[src/sv/usbctl_pkg.sv]
// shared types, request codes and descriptor rom for the usb control request handler
package usbctl_pkg;

   // request codes
   localparam logic [7:0] REQ_GET_STATUS    = 8'h00;
   localparam logic [7:0] REQ_CLEAR_FEATURE = 8'h01;
   localparam logic [7:0] REQ_SET_FEATURE   = 8'h03;
   localparam logic [7:0] REQ_SET_ADDRESS   = 8'h05;
   localparam logic [7:0] REQ_GET_DESC      = 8'h06;
   localparam logic [7:0] REQ_GET_CONFIG    = 8'h08;
   localparam logic [7:0] REQ_SET_CONFIG    = 8'h09;
   localparam logic [7:0] REQ_VENDOR        = 8'h7f;

   // request types
   localparam logic [7:0] RT_STD_OUT      = 8'b0000_0000;
   localparam logic [7:0] RT_STD_IN       = 8'b1000_0000;
   localparam logic [7:0] RT_STD_IN_IFACE = 8'h81;
   localparam logic [7:0] RT_STD_IN_EP    = 8'h82;
   localparam logic [7:0] RT_VENDOR_OUT   = 8'b0100_0010;
   localparam logic [7:0] RT_VENDOR_IN    = 8'b1100_0010;

   // descriptor types
   localparam logic [7:0] DT_DEVICE = 8'h01;
   localparam logic [7:0] DT_CONFIG = 8'h02;
   localparam logic [7:0] DT_STRING = 8'h03;

   // csr register indexes
   localparam int CSR_IDX_W = 2;
   localparam logic [CSR_IDX_W-1:0] CSR_VENDOR_ID      = 2'd0;
   localparam logic [CSR_IDX_W-1:0] CSR_PRODUCT_ID     = 2'd1;
   localparam logic [CSR_IDX_W-1:0] CSR_DEVICE_RELEASE = 2'd2;

   localparam logic [15:0] VENDOR_ID_RST      = 16'h1234;
   localparam logic [15:0] PRODUCT_ID_RST     = 16'h1234;
   localparam logic [15:0] DEVICE_RELEASE_RST = 16'h0100;

   localparam int MAX_PACKET = 64;

   // state memory: configuration value and user value
   localparam int SMEM_DEPTH = 2;
   localparam int SMEM_AW    = 1;
   localparam int SMEM_WIDTH = 16;
   localparam logic [SMEM_AW-1:0] ENT_CONF = 1'b0;
   localparam logic [SMEM_AW-1:0] ENT_USER = 1'b1;

   typedef struct packed {
      logic                  rd_en;
      logic [SMEM_AW-1:0]    rd_addr;
      logic                  wr_en;
      logic [SMEM_AW-1:0]    wr_addr;
      logic [SMEM_WIDTH-1:0] wr_data;
   } smem_req_type;

   typedef struct packed {
      logic [15:0] vendor_id;
      logic [15:0] product_id;
      logic [15:0] device_release;
   } csr_regs_type;

   typedef enum logic [2:0] {
      DSEL_NONE,
      DSEL_DEV,
      DSEL_CFG,
      DSEL_STR0,
      DSEL_STR1,
      DSEL_STR2
   } dsel_type;

   localparam int CONF_DESC_LEN = 18;
   localparam logic [7:0] CONF_DESC [CONF_DESC_LEN] = '{
      8'd9, 8'd2, 8'd18, 8'd0, 8'd1, 8'd1, 8'd0, 8'h80, 8'd10,
      8'd9, 8'd4, 8'd0, 8'd0, 8'd0, 8'hff, 8'hff, 8'hff, 8'd0
   };

   // product name characters of string one
   localparam int PROD_LEN = 9;
   localparam logic [7:0] PROD_CHARS [PROD_LEN] = '{
      8'h73, 8'h69, 8'h6d, 8'h70, 8'h6c, 8'h65, 8'h75, 8'h73, 8'h62
   };

   function automatic logic [4:0] desc_len(input dsel_type dsel);
      logic [4:0] n;
      n = 5'd0;
      case (dsel)
         DSEL_DEV:  n = 5'd18;
         DSEL_CFG:  n = 5'd18;
         DSEL_STR0: n = 5'd4;
         DSEL_STR1: n = 5'd20;
         DSEL_STR2: n = 5'd6;
         default:   n = 5'd0;
      endcase
      return n;
   endfunction

   function automatic logic [7:0] desc_byte(input dsel_type dsel, input logic [4:0] pos,
                                            input csr_regs_type csr);
      logic [7:0] b;
      logic [3:0] ci;
      b  = 8'h00;
      ci = pos[4:1] - 4'd1;
      case (dsel)
         DSEL_DEV: begin
            case (pos)
               5'd0:    b = 8'd18;
               5'd1:    b = 8'd1;
               5'd2:    b = 8'h00;
               5'd3:    b = 8'h02;
               5'd4:    b = 8'hff;
               5'd5:    b = 8'hff;
               5'd6:    b = 8'hff;
               5'd7:    b = 8'(MAX_PACKET);
               5'd8:    b = csr.vendor_id[7:0];
               5'd9:    b = csr.vendor_id[15:8];
               5'd10:   b = csr.product_id[7:0];
               5'd11:   b = csr.product_id[15:8];
               5'd12:   b = csr.device_release[7:0];
               5'd13:   b = csr.device_release[15:8];
               5'd14:   b = 8'd0;
               5'd15:   b = 8'd1;
               5'd16:   b = 8'd2;
               5'd17:   b = 8'd1;
               default: b = 8'h00;
            endcase
         end
         DSEL_CFG: begin
            if (pos < 5'(CONF_DESC_LEN)) begin
               b = CONF_DESC[pos];
            end
         end
         DSEL_STR0: begin
            case (pos)
               5'd0:    b = 8'd4;
               5'd1:    b = 8'd3;
               5'd2:    b = 8'h09;
               5'd3:    b = 8'h04;
               default: b = 8'h00;
            endcase
         end
         DSEL_STR1: begin
            if (pos == 5'd0) begin
               b = 8'd20;
            end else if (pos == 5'd1) begin
               b = 8'd3;
            end else if (!pos[0] && ci < 4'(PROD_LEN)) begin
               b = PROD_CHARS[ci];
            end
         end
         DSEL_STR2: begin
            case (pos)
               5'd0:    b = 8'd6;
               5'd1:    b = 8'd3;
               5'd2:    b = 8'h34;
               5'd4:    b = 8'h32;
               default: b = 8'h00;
            endcase
         end
         default: b = 8'h00;
      endcase
      return b;
   endfunction

endpackage

[src/sv/usbctl_if.sv]
// request and response channel interfaces
interface usbctl_req_if;
   logic        valid;
   logic        ready;
   logic [7:0]  request_type;
   logic [7:0]  request_code;
   logic [15:0] request_value;
   logic [15:0] request_length;
   logic [15:0] out_word;
   logic        status_out_seen;

   modport source (
      output valid, request_type, request_code, request_value, request_length,
             out_word, status_out_seen,
      input  ready
   );
   modport sink (
      input  valid, request_type, request_code, request_value, request_length,
             out_word, status_out_seen,
      output ready
   );
endinterface

interface usbctl_rsp_if;
   logic       valid;
   logic       ready;
   logic       item_kind;
   logic [7:0] data_byte;
   logic       stall_res;
   logic [6:0] device_address;
   logic       address_enabled;
   logic       last;

   modport source (
      output valid, item_kind, data_byte, stall_res, device_address, address_enabled, last,
      input  ready
   );
   modport sink (
      input  valid, item_kind, data_byte, stall_res, device_address, address_enabled, last,
      output ready
   );
endinterface

[src/sv/usb_control_request_handler.sv]
// top level of the usb endpoint-0 control request handler
// a request passes through the decode state, then its data beats and the handshake beat
// leave through the output register, one output beat per cycle unless rsp ready holds it;
// a transfer has 0 to 20 data bytes; a new request is taken once its handshake is registered
// reset: synchronous active-high; clears the address, the state memory valid bits and the
// output valid flag, and loads the id registers with their defaults
module usb_control_request_handler (
   input  logic                           clock,
   input  logic                           reset,
   usbctl_req_if.sink                     req_ch,
   usbctl_rsp_if.source                   rsp_ch,
   input  logic                           csr_we,
   input  logic [usbctl_pkg::CSR_IDX_W-1:0] csr_index,
   input  logic [15:0]                    csr_wdata
);
   import usbctl_pkg::*;

   csr_regs_type csr_ff;
   smem_req_type smem_req;
   logic [15:0]  smem_rd_data;

   // id registers, to be written only while no transfer is in flight; the block does not enforce it
   // out-of-range indexes are dropped
   always_ff @(posedge clock) begin
      if (reset) begin
         csr_ff.vendor_id      <= VENDOR_ID_RST;
         csr_ff.product_id     <= PRODUCT_ID_RST;
         csr_ff.device_release <= DEVICE_RELEASE_RST;
      end else if (csr_we) begin
         if (csr_index == CSR_VENDOR_ID) begin
            csr_ff.vendor_id <= csr_wdata;
         end
         if (csr_index == CSR_PRODUCT_ID) begin
            csr_ff.product_id <= csr_wdata;
         end
         if (csr_index == CSR_DEVICE_RELEASE) begin
            csr_ff.device_release <= csr_wdata;
         end
      end
   end

   // configuration value and user value live in the state memory;
   // one read at acceptance, at most one write in the decode cycle, and
   // the next read only after the handshake, so no forwarding is needed
   usbctl_smem u_smem (
      .clock    (clock),
      .reset    (reset),
      .smem_req (smem_req),
      .rd_data  (smem_rd_data)
   );

   // decode, descriptor rom walk and the output register
   usbctl_seq u_seq (
      .clock        (clock),
      .reset        (reset),
      .req          (req_ch),
      .rsp          (rsp_ch),
      .csr          (csr_ff),
      .smem_req     (smem_req),
      .smem_rd_data (smem_rd_data)
   );

endmodule

[src/sv/usbctl_smem.sv]
// state memory holding the configuration value and the user value
module usbctl_smem (
   input  logic                     clock,
   input  logic                     reset,
   input  usbctl_pkg::smem_req_type smem_req,
   output logic [15:0]              rd_data
);
   import usbctl_pkg::*;

   logic [SMEM_WIDTH-1:0] mem [SMEM_DEPTH];
   logic [SMEM_DEPTH-1:0] valid_ff;
   logic [SMEM_WIDTH-1:0] rd_data_ff;

   always_ff @(posedge clock) begin
      if (smem_req.wr_en) begin
         mem[smem_req.wr_addr] <= smem_req.wr_data;
      end
   end

   // entries read as zero until first written
   always_ff @(posedge clock) begin
      if (reset) begin
         valid_ff <= '0;
      end else if (smem_req.wr_en) begin
         valid_ff[smem_req.wr_addr] <= 1'b1;
      end
   end

   always_ff @(posedge clock) begin
      if (smem_req.rd_en) begin
         rd_data_ff <= valid_ff[smem_req.rd_addr] ? mem[smem_req.rd_addr] : '0;
      end
   end

   assign rd_data = rd_data_ff;

endmodule

[src/sv/usbctl_seq.sv]
// request decode and beat sequencer around the state memory
module usbctl_seq (
   input  logic                     clock,
   input  logic                     reset,
   usbctl_req_if.sink               req,
   usbctl_rsp_if.source             rsp,
   input  usbctl_pkg::csr_regs_type csr,
   output usbctl_pkg::smem_req_type smem_req,
   input  logic [15:0]              smem_rd_data
);
   import usbctl_pkg::*;

   typedef enum logic [1:0] {
      ST_IDLE,
      ST_DEC,
      ST_SEND,
      ST_HAND
   } state_type;

   typedef enum logic [1:0] {
      SRC_ZERO,
      SRC_CONF,
      SRC_USER,
      SRC_DESC
   } src_type;

   state_type   state_ff, state_in;
   logic [7:0]  rtype_ff, rtype_in;
   logic [7:0]  code_ff, code_in;
   logic [15:0] value_ff, value_in;
   logic [15:0] length_ff, length_in;
   logic [15:0] oword_ff, oword_in;
   logic        status_ff, status_in;
   src_type     src_ff, src_in;
   dsel_type    dsel_ff, dsel_in;
   logic [4:0]  pos_ff, pos_in;
   logic [4:0]  count_ff, count_in;
   logic        hs_stall_ff, hs_stall_in;
   logic [6:0]  addr_ff, addr_in;
   logic        addr_en_ff, addr_en_in;

   logic        out_valid_ff, out_valid_in;
   logic        out_kind_ff, out_kind_in;
   logic [7:0]  out_byte_ff, out_byte_in;
   logic        out_stall_ff, out_stall_in;
   logic [6:0]  out_addr_ff, out_addr_in;
   logic        out_addr_en_ff, out_addr_en_in;
   logic        out_last_ff, out_last_in;

   dsel_type    dec_dsel;
   logic [4:0]  dec_dlen;
   logic [4:0]  dec_cut;
   logic        dec_len_ge2;
   logic        dec_ok;
   logic [4:0]  dec_n;
   src_type     dec_src;
   logic        dec_set_addr;
   logic        dec_wr_en;
   logic [SMEM_AW-1:0] dec_wr_addr;
   logic [15:0] dec_wr_data;
   logic [7:0]  cur_byte;
   logic        slot_free;

   // descriptor select and length cut
   always_comb begin
      dec_dsel = DSEL_NONE;
      if (value_ff[15:8] == DT_DEVICE && value_ff[7:0] == 8'd0) begin
         dec_dsel = DSEL_DEV;
      end else if (value_ff[15:8] == DT_CONFIG && value_ff[7:0] == 8'd0) begin
         dec_dsel = DSEL_CFG;
      end else if (value_ff[15:8] == DT_STRING) begin
         if (value_ff[7:0] == 8'd0) begin
            dec_dsel = DSEL_STR0;
         end else if (value_ff[7:0] == 8'd1) begin
            dec_dsel = DSEL_STR1;
         end else if (value_ff[7:0] == 8'd2) begin
            dec_dsel = DSEL_STR2;
         end
      end
   end

   assign dec_dlen    = desc_len(dec_dsel);
   assign dec_cut     = (length_ff < {11'd0, dec_dlen}) ? length_ff[4:0] : dec_dlen;
   assign dec_len_ge2 = (length_ff >= 16'd2);

   always_comb begin
      dec_ok       = 1'b0;
      dec_n        = 5'd0;
      dec_src      = SRC_ZERO;
      dec_set_addr = 1'b0;
      dec_wr_en    = 1'b0;
      dec_wr_addr  = ENT_CONF;
      dec_wr_data  = oword_ff;
      unique case (code_ff)
         REQ_CLEAR_FEATURE, REQ_SET_FEATURE: begin
            dec_ok = 1'b1;
         end
         REQ_GET_STATUS: begin
            if (rtype_ff == RT_STD_IN || rtype_ff == RT_STD_IN_IFACE
                || rtype_ff == RT_STD_IN_EP) begin
               dec_ok = 1'b1;
               dec_n  = 5'd2;
            end
         end
         REQ_SET_ADDRESS: begin
            if (rtype_ff == RT_STD_OUT) begin
               dec_ok       = 1'b1;
               dec_set_addr = 1'b1;
            end
         end
         REQ_GET_DESC: begin
            if (rtype_ff == RT_STD_IN && dec_dlen != 5'd0) begin
               dec_ok  = 1'b1;
               dec_n   = dec_cut;
               dec_src = SRC_DESC;
            end
         end
         REQ_SET_CONFIG: begin
            if (rtype_ff == RT_STD_OUT) begin
               dec_ok      = 1'b1;
               dec_wr_en   = 1'b1;
               dec_wr_addr = ENT_CONF;
               dec_wr_data = {8'd0, value_ff[7:0]};
            end
         end
         REQ_GET_CONFIG: begin
            if (rtype_ff == RT_STD_IN) begin
               dec_ok  = 1'b1;
               dec_n   = 5'd1;
               dec_src = SRC_CONF;
            end
         end
         REQ_VENDOR: begin
            if (rtype_ff == RT_VENDOR_OUT && dec_len_ge2) begin
               dec_ok      = 1'b1;
               dec_wr_en   = 1'b1;
               dec_wr_addr = ENT_USER;
            end else if (rtype_ff == RT_VENDOR_IN && dec_len_ge2) begin
               dec_ok  = 1'b1;
               dec_n   = 5'd2;
               dec_src = SRC_USER;
            end
         end
         default: begin
            dec_ok = 1'b0;
         end
      endcase
   end

   // byte of the data stage at the current position
   always_comb begin
      unique case (src_ff)
         SRC_ZERO: cur_byte = 8'h00;
         SRC_CONF: cur_byte = smem_rd_data[7:0];
         SRC_USER: cur_byte = pos_ff[0] ? smem_rd_data[15:8] : smem_rd_data[7:0];
         SRC_DESC: cur_byte = desc_byte(dsel_ff, pos_ff, csr);
         default:  cur_byte = 8'h00;
      endcase
   end

   assign slot_free = !out_valid_ff || rsp.ready;

   always_comb begin
      state_in       = state_ff;
      rtype_in       = rtype_ff;
      code_in        = code_ff;
      value_in       = value_ff;
      length_in      = length_ff;
      oword_in       = oword_ff;
      status_in      = status_ff;
      src_in         = src_ff;
      dsel_in        = dsel_ff;
      pos_in         = pos_ff;
      count_in       = count_ff;
      hs_stall_in    = hs_stall_ff;
      addr_in        = addr_ff;
      addr_en_in     = addr_en_ff;
      out_valid_in   = out_valid_ff && !rsp.ready;
      out_kind_in    = out_kind_ff;
      out_byte_in    = out_byte_ff;
      out_stall_in   = out_stall_ff;
      out_addr_in    = out_addr_ff;
      out_addr_en_in = out_addr_en_ff;
      out_last_in    = out_last_ff;
      smem_req       = '0;
      unique case (state_ff)
         ST_IDLE: begin
            if (req.valid) begin
               rtype_in         = req.request_type;
               code_in          = req.request_code;
               value_in         = req.request_value;
               length_in        = req.request_length;
               oword_in         = req.out_word;
               status_in        = req.status_out_seen;
               smem_req.rd_en   = 1'b1;
               smem_req.rd_addr = (req.request_code == REQ_VENDOR) ? ENT_USER : ENT_CONF;
               state_in         = ST_DEC;
            end
         end
         ST_DEC: begin
            smem_req.wr_en   = dec_wr_en;
            smem_req.wr_addr = dec_wr_addr;
            smem_req.wr_data = dec_wr_data;
            if (dec_set_addr) begin
               addr_in    = value_ff[6:0];
               addr_en_in = 1'b1;
            end
            src_in      = dec_src;
            dsel_in     = dec_dsel;
            pos_in      = 5'd0;
            count_in    = dec_n;
            hs_stall_in = !dec_ok || (rtype_ff[7] && !status_ff);
            state_in    = (dec_n != 5'd0) ? ST_SEND : ST_HAND;
         end
         ST_SEND: begin
            if (slot_free) begin
               out_valid_in   = 1'b1;
               out_kind_in    = 1'b0;
               out_byte_in    = cur_byte;
               out_stall_in   = 1'b0;
               out_addr_in    = addr_ff;
               out_addr_en_in = addr_en_ff;
               out_last_in    = 1'b0;
               pos_in         = pos_ff + 5'd1;
               if (pos_ff == count_ff - 5'd1) begin
                  state_in = ST_HAND;
               end
            end
         end
         ST_HAND: begin
            if (slot_free) begin
               out_valid_in   = 1'b1;
               out_kind_in    = 1'b1;
               out_byte_in    = 8'h00;
               out_stall_in   = hs_stall_ff;
               out_addr_in    = addr_ff;
               out_addr_en_in = addr_en_ff;
               out_last_in    = 1'b1;
               state_in       = ST_IDLE;
            end
         end
         default: begin
            state_in = ST_IDLE;
         end
      endcase
   end

   always_ff @(posedge clock) begin
      if (reset) begin
         state_ff     <= ST_IDLE;
         addr_ff      <= 7'd0;
         addr_en_ff   <= 1'b0;
         out_valid_ff <= 1'b0;
      end else begin
         state_ff       <= state_in;
         rtype_ff       <= rtype_in;
         code_ff        <= code_in;
         value_ff       <= value_in;
         length_ff      <= length_in;
         oword_ff       <= oword_in;
         status_ff      <= status_in;
         src_ff         <= src_in;
         dsel_ff        <= dsel_in;
         pos_ff         <= pos_in;
         count_ff       <= count_in;
         hs_stall_ff    <= hs_stall_in;
         addr_ff        <= addr_in;
         addr_en_ff     <= addr_en_in;
         out_valid_ff   <= out_valid_in;
         out_kind_ff    <= out_kind_in;
         out_byte_ff    <= out_byte_in;
         out_stall_ff   <= out_stall_in;
         out_addr_ff    <= out_addr_in;
         out_addr_en_ff <= out_addr_en_in;
         out_last_ff    <= out_last_in;
      end
   end

   assign req.ready           = (state_ff == ST_IDLE);
   assign rsp.valid           = out_valid_ff;
   assign rsp.item_kind       = out_kind_ff;
   assign rsp.data_byte       = out_byte_ff;
   assign rsp.stall_res       = out_stall_ff;
   assign rsp.device_address  = out_addr_ff;
   assign rsp.address_enabled = out_addr_en_ff;
   assign rsp.last            = out_last_ff;

endmodule

[src/flat_wrapper.sv]
// flat-port wrapper written by rule: the top's interface ports become plain ports
module usb_control_request_handler_flat import usbctl_pkg::*;
  (clock, reset, csr_we, csr_index, csr_wdata, req_ch_valid, req_ch_request_type, req_ch_request_code, req_ch_request_value, req_ch_request_length, req_ch_out_word, req_ch_status_out_seen, req_ch_ready, rsp_ch_valid, rsp_ch_item_kind, rsp_ch_data_byte, rsp_ch_stall_res, rsp_ch_device_address, rsp_ch_address_enabled, rsp_ch_last, rsp_ch_ready);
  usbctl_req_if req_ch_i ();
  usbctl_rsp_if rsp_ch_i ();
  input  logic clock;
  input  logic reset;
  input  logic csr_we;
  input  logic [usbctl_pkg::CSR_IDX_W-1:0] csr_index;
  input  logic [15:0] csr_wdata;
  input wire logic [$bits(req_ch_i.valid)-1:0] req_ch_valid;
  input wire logic [$bits(req_ch_i.request_type)-1:0] req_ch_request_type;
  input wire logic [$bits(req_ch_i.request_code)-1:0] req_ch_request_code;
  input wire logic [$bits(req_ch_i.request_value)-1:0] req_ch_request_value;
  input wire logic [$bits(req_ch_i.request_length)-1:0] req_ch_request_length;
  input wire logic [$bits(req_ch_i.out_word)-1:0] req_ch_out_word;
  input wire logic [$bits(req_ch_i.status_out_seen)-1:0] req_ch_status_out_seen;
  output wire logic [$bits(req_ch_i.ready)-1:0] req_ch_ready;
  output wire logic [$bits(rsp_ch_i.valid)-1:0] rsp_ch_valid;
  output wire logic [$bits(rsp_ch_i.item_kind)-1:0] rsp_ch_item_kind;
  output wire logic [$bits(rsp_ch_i.data_byte)-1:0] rsp_ch_data_byte;
  output wire logic [$bits(rsp_ch_i.stall_res)-1:0] rsp_ch_stall_res;
  output wire logic [$bits(rsp_ch_i.device_address)-1:0] rsp_ch_device_address;
  output wire logic [$bits(rsp_ch_i.address_enabled)-1:0] rsp_ch_address_enabled;
  output wire logic [$bits(rsp_ch_i.last)-1:0] rsp_ch_last;
  input wire logic [$bits(rsp_ch_i.ready)-1:0] rsp_ch_ready;
  assign req_ch_i.valid = req_ch_valid;
  assign req_ch_i.request_type = req_ch_request_type;
  assign req_ch_i.request_code = req_ch_request_code;
  assign req_ch_i.request_value = req_ch_request_value;
  assign req_ch_i.request_length = req_ch_request_length;
  assign req_ch_i.out_word = req_ch_out_word;
  assign req_ch_i.status_out_seen = req_ch_status_out_seen;
  assign req_ch_ready = req_ch_i.ready;
  assign rsp_ch_valid = rsp_ch_i.valid;
  assign rsp_ch_item_kind = rsp_ch_i.item_kind;
  assign rsp_ch_data_byte = rsp_ch_i.data_byte;
  assign rsp_ch_stall_res = rsp_ch_i.stall_res;
  assign rsp_ch_device_address = rsp_ch_i.device_address;
  assign rsp_ch_address_enabled = rsp_ch_i.address_enabled;
  assign rsp_ch_last = rsp_ch_i.last;
  assign rsp_ch_i.ready = rsp_ch_ready;
  usb_control_request_handler u_core (.clock(clock), .reset(reset), .req_ch(req_ch_i), .rsp_ch(rsp_ch_i), .csr_we(csr_we), .csr_index(csr_index), .csr_wdata(csr_wdata));
endmodule
[config.mk]
export PLATFORM = sky130hd
export DESIGN_NAME = usb_control_request_handler_flat
export DESIGN_NICKNAME = d
export VERILOG_FILES = /design/src/sv/usbctl_pkg.sv /design/src/sv/usbctl_if.sv /design/src/sv/usb_control_request_handler.sv /design/src/sv/usbctl_smem.sv /design/src/sv/usbctl_seq.sv /design/src/flat_wrapper.sv
export SDC_FILE = /design/constraint.sdc
export NUM_CORES = 1
export LEC_CHECK = 0
export ABC_CLOCK_PERIOD_IN_PS = 3950
export BUFFER_PORTS_ARGS = -buffer_cell sky130_fd_sc_hd__buf_2
export CAP_MARGIN = 40
export CORE_ASPECT_RATIO = 0.6
export CORE_MARGIN = 10
export CORE_UTILIZATION = 50
export CTS_BUF_LIST = sky130_fd_sc_hd__clkbuf_8
export DETAILED_ROUTE_END_ITERATION = 16
export MAX_ROUTING_LAYER = met4
export PLACE_DENSITY_LB_ADDON = 0.1
export RECOVER_POWER = 50
export SYNTH_ARGS = -nofsm -noshare
export SYNTH_HDL_FRONTEND = slang
export SYNTH_SLANG_ARGS = --single-unit
[constraint.sdc]
create_clock -name clock -period 3.95 [get_ports clock]
set_clock_uncertainty 0.2 [all_clocks]
set_input_delay 0.1975 -clock clock [delete_from_list [all_inputs] [get_ports clock]]
set_output_delay 0.1975 -clock clock [all_outputs]
set_load 0.02 [all_outputs]
=== Word level (Yosys, flattened, before mapping) ===
Memories as Yosys holds them, arrays and structs flattened. A register that Yosys moved wholly into a read port is not among the register bits.
Index checks and enable logic that the tools add are counted.

* RAM bits: 32
* Memories kept: 3
* Output and inout bits: 21
* Word-level logic and storage cells: 222
* Bits of input ports: 88
* ROM bits: 384
* Bits in registers: 160

{| class="wikitable"
|+ Memories
! memory !! words !! width !! read ports !! clocked after Yosys merged registers in !! write ports !! RTL line !! source
|-
| (name not given) || 32 || 8 || 1 || 0 || 0 || usbctl_pkg.sv:127 || <nowiki>b = CONF_DESC[pos];</nowiki>
|-
| (name not given) || 16 || 8 || 1 || 0 || 0 || usbctl_pkg.sv:145 || <nowiki>b = PROD_CHARS[ci];</nowiki>
|-
| u_core.u_smem.mem || 2 || 16 || 1 || 1 || 1 || usbctl_smem.sv:10 || <nowiki>logic [SMEM_WIDTH-1:0] mem [SMEM_DEPTH];</nowiki>
|}

* Add/subtract/negate cells: 3
* Magnitude comparators: 9
* Eq/ne operators: 57
* Multiplexer cells: 74
* Bitwise operators: 4
* Reduce and logical (&&, ||, !) cells: 48

{| class="wikitable"
|+ Operators by type and width
! operator !! count
|-
| $mux 8 || 11
|-
| $pmux 8 s11 || 1
|-
| $pmux 5 s4 || 2
|-
| $pmux 8 s5 || 1
|-
| $eq 5x4->1 const B || 7
|-
| $eq 8x2->1 const B || 4
|-
| $eq 8x8->1 const B || 4
|-
| $mux 16 || 2
|-
| $pmux 8 s4 || 1
|-
| $eq 8x1->1 const B || 3
|-
| $eq 8x7->1 const B || 3
|-
| $logic_not 8->1 || 3
|-
| $mux 2 || 12
|-
| $pmux 6 s4 || 1
|-
| $mux 1 || 23
|-
| $eq 5x3->1 const B || 4
|-
| $mux 18 || 1
|-
| $mux 3 || 6
|-
| $eq 8x3->1 const B || 2
|-
| $eq 8x4->1 const B || 2
|-
| $ge 16x2->1 const B || 1
|-
| $lt 16x5->1 || 1
|-
| $pmux 8 s2 || 1
|-
| $mux 5 || 3
|-
| other kinds (42) || 96
|}

=== Longest topological paths before layout ===
* Depth in word-level cells: 17
* Gate-level depth with buffers: 11
* Mapped depth without buffers: 11

=== Cells and area by module ===
Synthesis repeated with hierarchy kept, for this count alone.

* Cell total of the unflattened synthesis: 796
* Area, all modules: 9693.0 um2

{| class="wikitable"
|+ Modules (own cells, without submodules)
! module !! cells each !! sequential area each (um2) !! times used !! area each (um2)
|-
| usbctl_seq || 533 || 3193.1 || 1 || 6019.5
|-
| usb_control_request_handler || 185 || 960.9 || 1 || 1958.1
|-
| usbctl_smem || 78 || 1481.4 || 1 || 1715.4
|}

=== Worst setup path before layout ===
No wires, ideal clock.

* Path type: flip-flop to flip-flop
* Start point: reg u_core.u_seq.state_ff[0]
* End point: reg u_core.u_seq.code_ff[0] (enable)
* Required time: 3.262 ns
* Path buffers: 0
* Period minus slack after synthesis: 4.285 ns
* Setup slack: -0.335 ns
* Arrival: 3.597 ns
* Setup time: 0.488 ns
* Cell stages (with the launch flop): 5
* Path through: dfxtp_1 > inv_1 > ha_1 > nand2_1 > nor2_1

* Word-level cells in the longest chain between the ends: 2

{| class="wikitable"
|+ Ends and longest elaborated chain
! what !! RTL line !! source
|-
| from (decl) || usbctl_seq.sv:27 || <nowiki>state_type state_ff, state_in;</nowiki>
|-
| from (signal assigned) || usbctl_seq.sv:255 || <nowiki>state_ff <= state_in;</nowiki>
|-
| $logic_not 2->1 || - ||
|-
| net req_ch_ready || flat_wrapper.sv:18 || <nowiki>output wire logic [$bits(req_ch_i.ready)-1:0] req_ch_ready;</nowiki>
|-
| $reduce_and 3->1 (no line) || - ||
|-
| to (signal assigned) || usbctl_seq.sv:257 || <nowiki>code_ff <= code_in;</nowiki>
|-
| to (decl) || usbctl_seq.sv:29 || <nowiki>logic [7:0] code_ff, code_in;</nowiki>
|}

The timed path passes the listed nets, and every way through them passes these cells.
A chain may end at the register's enable or synchronous reset.

=== Worst setup path in the final report ===
* Start point: reg u_core.u_seq.value_ff[4]
* End point: reg u_core.u_seq.state_ff[0]

* Word-level cells in the longest chain between the ends: 17
* Elaborated cells between the ends (all ways): 27
* Those cells by class: order compare: 1; eq/ne: 7; mux: 12; reduce/logical: 7

{| class="wikitable"
|+ Ends and longest elaborated chain
! what !! RTL line !! source
|-
| from (decl) || usbctl_seq.sv:30 || <nowiki>logic [15:0] value_ff, value_in;</nowiki>
|-
| from (signal assigned) || usbctl_seq.sv:258 || <nowiki>value_ff <= value_in;</nowiki>
|-
| $eq 8x2->1 || usbctl_seq.sv:76 || <nowiki>end else if (value_ff[7:0] == 8'd2) begin</nowiki>
|-
| $mux 3 || usbctl_seq.sv:76 ||
|-
| $mux 3 || usbctl_seq.sv:74 || <nowiki>end else if (value_ff[7:0] == 8'd1) begin</nowiki>
|-
| $mux 3 || usbctl_seq.sv:72 || <nowiki>if (value_ff[7:0] == 8'd0) begin</nowiki>
|-
| $mux 3 || usbctl_seq.sv:71 || <nowiki>end else if (value_ff[15:8] == DT_STRING) begin</nowiki>
|-
| $mux 3 || usbctl_seq.sv:69 || <nowiki>end else if (value_ff[15:8] == DT_CONFIG && value_ff[7:0] == 8'd0) begin</nowiki>
|-
| $mux 3 (*) || usbctl_seq.sv:67 || <nowiki>if (value_ff[15:8] == DT_DEVICE && value_ff[7:0] == 8'd0) begin</nowiki>
|-
| $eq 3x2->1 / $eq 3x1->1 (equally long branches) || usbctl_pkg.sv:84 || <nowiki>case (dsel)</nowiki>
|-
| [... 2 more ...] || - ||
|-
| $lt 16x5->1 / $reduce_bool 5->1 (equally long branches) || usbctl_seq.sv:83, usbctl_seq.sv:112 ||
|-
| $mux 5 / $logic_and 1x1->1 (equally long branches) || usbctl_seq.sv:83, usbctl_seq.sv:112 ||
|-
| $mux 5 (*) || usbctl_seq.sv:112 || <nowiki>if (rtype_ff == RT_STD_IN && dec_dlen != 5'd0) begin</nowiki>
|-
| $pmux 5 s4 (*) || usbctl_seq.sv:94 || <nowiki>unique case (code_ff)</nowiki>
|-
| net u_core.u_seq.dec_n[2] || usbctl_seq.sv:55 || <nowiki>logic [4:0] dec_n;</nowiki>
|-
| $reduce_bool 5->1 (*) || usbctl_seq.sv:213 || <nowiki>state_in = (dec_n != 5'd0) ? ST_SEND : ST_HAND;</nowiki>
|-
| $mux 1 (*) || usbctl_seq.sv:213 ||
|-
| $pmux 2 s4 (*) || usbctl_seq.sv:186 || <nowiki>unique case (state_ff)</nowiki>
|}

The timed path passes the listed nets; every way through them passes the cells marked *.

==> flow_summary.yaml <==
run_status:
  outcome: "completed"
timing:
  max_slew_margin_pct: 38.26
  fin_crit_sh_pct: 91.56
  holdWs_ns: 0.1296
  tns_ns: 0
  rsz0062_at_grt: "false"
  timing.final.max_slew_violations: 0
  worst_slew_pin_slew_ns: 0.9261
  final_hold_viol_count: 0
  fin_crit_ns: 3.617
  finalSetupViolations: 0
  fmax_mhz: 276.5
floorplanning:
  ios: 109
  die_area_sq_mm: 0.02475
  core-area_sq_mm: 0.01821
  die_w_um: 196.6
  initial_core_util_pct: 51.35
  rows: 38
  die_h_um: 125.9
detailed_routing:
  drt_pass1_iterations: 6
  vias: 7361
  wl_um: 24940
  drcViolationCount: 0
  via_per_inst: 5.649
  drt-initial-drc-count: 818
  ant_nets: 0
  wire_per_inst_um: 19.14
logic_synthesis:
  ys_seq_area_share_pct: 60.26
  ys_warn_count: 0
  synthTopCellsByCount: "147 x edfxtp_1, 140 x nand2_1, 70 x a21oi_1"
  ys.flop_type: "edfxtp_1"
  synthesis.nets: 949
  synth_top_area_share_pct: 47.20
  synth-seq-cells: 208
  synth_most_common_cell: "edfxtp_1"
  async_flop_share_pct: 0
  syn_area_sq_mm: 0.009351
  synth_top_area_cell: "edfxtp_1"
  synth_cell_types: 75
  avgSynthCellArea_sq_um: 11.07
  synth_edf_count: 147
  syn_inst: 845
  synth.area.top_cells: "edfxtp_1 47%, dfxtp_1 13%, nand2_1 5.6%, a21oi_1 3.7%, ha_1 2.1%"
cts:
  cts_tree: "built"
  cts_max_level: 1
  cts-root-buf: "clkbuf_8"
  clock_sinks: 208
  clk_path_buf_depth: 3
  cts_setup_buffers: 0
  cts.clk_slew.worst_paths_ns: 0.07
  worstSkewPairLatency_ns: 0.57
  cts-buffers-inserted: 30
pwr:
  ir_drop_mv: 0.2771
  power_leakage_uw: 0.004170
  pwr_density_cell_mw_per_mm2: 492.8
placement:
  gp_congestion: 0.8932
  dpl.hpwl_um: 17130
  port_buffers: 108
worst_setup_path:
  critPathMaxFanout: 7
  path_cells: "nor4_2, nand3_2, a2111oi_1, buf_4, inv_1, ha_1, nor3b_2, o31ai_4, and3_2, o21a_1, nor4_1, o221a_1"
  rr_worst_depth: 12
  end_kind: "flop"
  crit_type: "reg2reg"
  cp.arrival_ns: 3.92
  cp.depth: 12
  cp_top_family: "simple AND/OR/NAND/NOR gates"
  crit_path_top_delay_cell: "edfxtp_1"
  worst-path-buf-inv: 2
  slowest_delay_ns: 0.42
  required_ns: 4.25
  cp-start-kind: "flop"
global_route:
  track_usage_pct: 20.14
  grt_antenna_before_repair: 2
  grt_max_degree: 42
  grt_pass1_vias: 7376
  grt_pass1_wl_um: 39560
  grt_overflow: 0
worst_hold_path:
  whs_path_depth: 2
  min_path_type: "in2reg"
job:
  drv_cap: 0
final_layout:
  syn_to_final_growth_pct: 23.08
  postLayoutCoreUtil_pct: 63.21
  layout.nets: 1142
  drive_above_1_share_pct: 14.70
## layout make-up
| cell class | count | area (sq um) |
|---|---|---|
| fill | 1466 | 6700 |
| sequential | 208 | 5635 |
| multi-input combinational | 562 | 3440 |
| timing repair buffer | 214 | 1506 |
| clock buffer | 32 | 440.4 |
| tap | 240 | 300.3 |
| clock inverter | 23 | 100.1 |
| inverter | 22 | 82.58 |
| antenna | 2 | 5.005 |
## report_power, final
part           internal (uW)  switching [uW]
clock                    750             803
combinational            481             824
sequential              2650             164
total                   3880            1790
## cell usage in the layout (no fill, tap or decap), drive strengths merged, types with 3 or more instances in the layout
| cell type | instances |
|---|---|
| nor3 | 19 |
| inv | 34 |
| o21a | 6 |
| xnor2 | 9 |
| a22o | 3 |
| nand4b | 3 |
| nand2b | 8 |
| nand2 | 142 |
| clkinv | 11 |
| nand3b | 4 |
| a22oi | 11 |
| buf | 88 |
| dfxtp | 61 |
| clkbuf | 68 |
| xor2 | 3 |
| a221oi | 9 |
| nand4 | 7 |
| nand3 | 35 |
| ha | 16 |
| and2 | 9 |
| mux2 | 10 |
| nor4 | 11 |
| and3 | 15 |
| o31ai | 8 |
| mux2i | 18 |
| o21ai | 37 |
| dlygate4sd3 | 90 |
| or4 | 3 |
| o22ai | 3 |
| edfxtp | 147 |
| a21oi | 70 |
| a31oi | 7 |
| nor2 | 40 |
| a222oi | 5 |
| nor4b | 3 |
| and4 | 3 |
| nor2b | 9 |
## path summary, 6_finish.rpt
| check | startpoint | endpoint | slack (ns) |
|---|---|---|---|
| worst max-delay path | u_core.u_seq.value_ff[4]$_DFFE_PP_ | u_core.u_seq.state_ff[0]$_SDFFE_PP0P_ | 0.33 |
| worst min-delay path | req_ch_out_word[14] | u_core.u_seq.oword_ff[14]$_DFFE_PP_ | 0.13 |
| worst max register to register | u_core.u_seq.value_ff[4]$_DFFE_PP_ | u_core.u_seq.state_ff[0]$_SDFFE_PP0P_ | 0.33 |
| worst min register to register | u_core.u_seq.addr_ff[1]$_SDFFE_PP0P_ | u_core.u_seq.rsp.device_address[1]$_DFFE_PP_ | 0.23 |
## flip-flops by register name (all words and copies together), names as in the netlist, 2 cells and up
signal                           cells
u_core.u_seq.dsel_ff                 3
u_core.u_seq.value_ff               16
u_core.u_seq.oword_ff               16
u_core.u_smem.valid_ff               2
u_core.csr_ff                       48
u_core.u_seq.src_ff                  2
u_core.u_seq.code_ff                 8
u_core.u_seq.length_ff              16
u_core.u_seq.rsp.device_address      7
u_core.u_seq.count_ff                5
u_core.u_smem.mem                   32
u_core.u_seq.addr_ff                 7
u_core.u_seq.state_ff                2
u_core.u_seq.rsp.data_byte           8
u_core.u_seq.rtype_ff                8
u_core.u_seq.pos_ff                  5
u_core.u_smem.rd_data               16
## cells by family (layout without fill, tap and decap cells)
kind of cell    after synthesis  after routing  synth area share [%]
simple gates                318            318                 17.10
compound gates              187            187                 12.98
flops                       208            208                 60.26
xor+xnor                     12             12                 1.124
fa+ha+maj                    17             17                 2.248
buf+inv                      75            291                 3.157
other cells                   0              2                     0
mux                          28             28                 3.131
## per-layer routing
layer | vias up | GRT usage [%] | wire length [um]
li1 | 3515 | - | -
met1 | 3518 | 28.24 | 11570
met2 | 294 | 29.98 | 11210
met3 | 34 | 3.604 | 1788
met4 | 0 | 4.249 | 369
met5 | - | - | 0
## worst register-to-register path: cells and delay by family, from the launching register on
kind | cells | cell delay (ns)
AND/OR/NAND/NOR | 5 | 1.47
AO/OA/AOI/OAI | 4 | 0.95
flip-flops | 1 | 0.42
adder cells (fa/ha/maj) | 1 | 0.27
buffers and inverters | 2 | 0.24
## stage by stage
step / cells / total power, uW / setup WS (ns) / instance area [sq um]
6_report: 1303 / 5672 / 0.3332 / 11510
2_1_floorplan: 845 / 3679 / 0.5188 / 9354
3_3_place_gp: 1154 / 4051 / 0.2907 / 10100
4_1_cts: 1300 / 5709 / 0.01635 / 11540
5_1_grt: 1303 / 5968 / 0.01079 / 11510
3_5_place_dp: 1155 / 4088 / 0.08948 / 10100
## timing repair
action,CTS,global route
endpoints found under the hold margin,126,0
hold buffers,90,0
setup endpoints to repair,0,2
resized for setup,0,2
(Power assumes the default switching activity.)
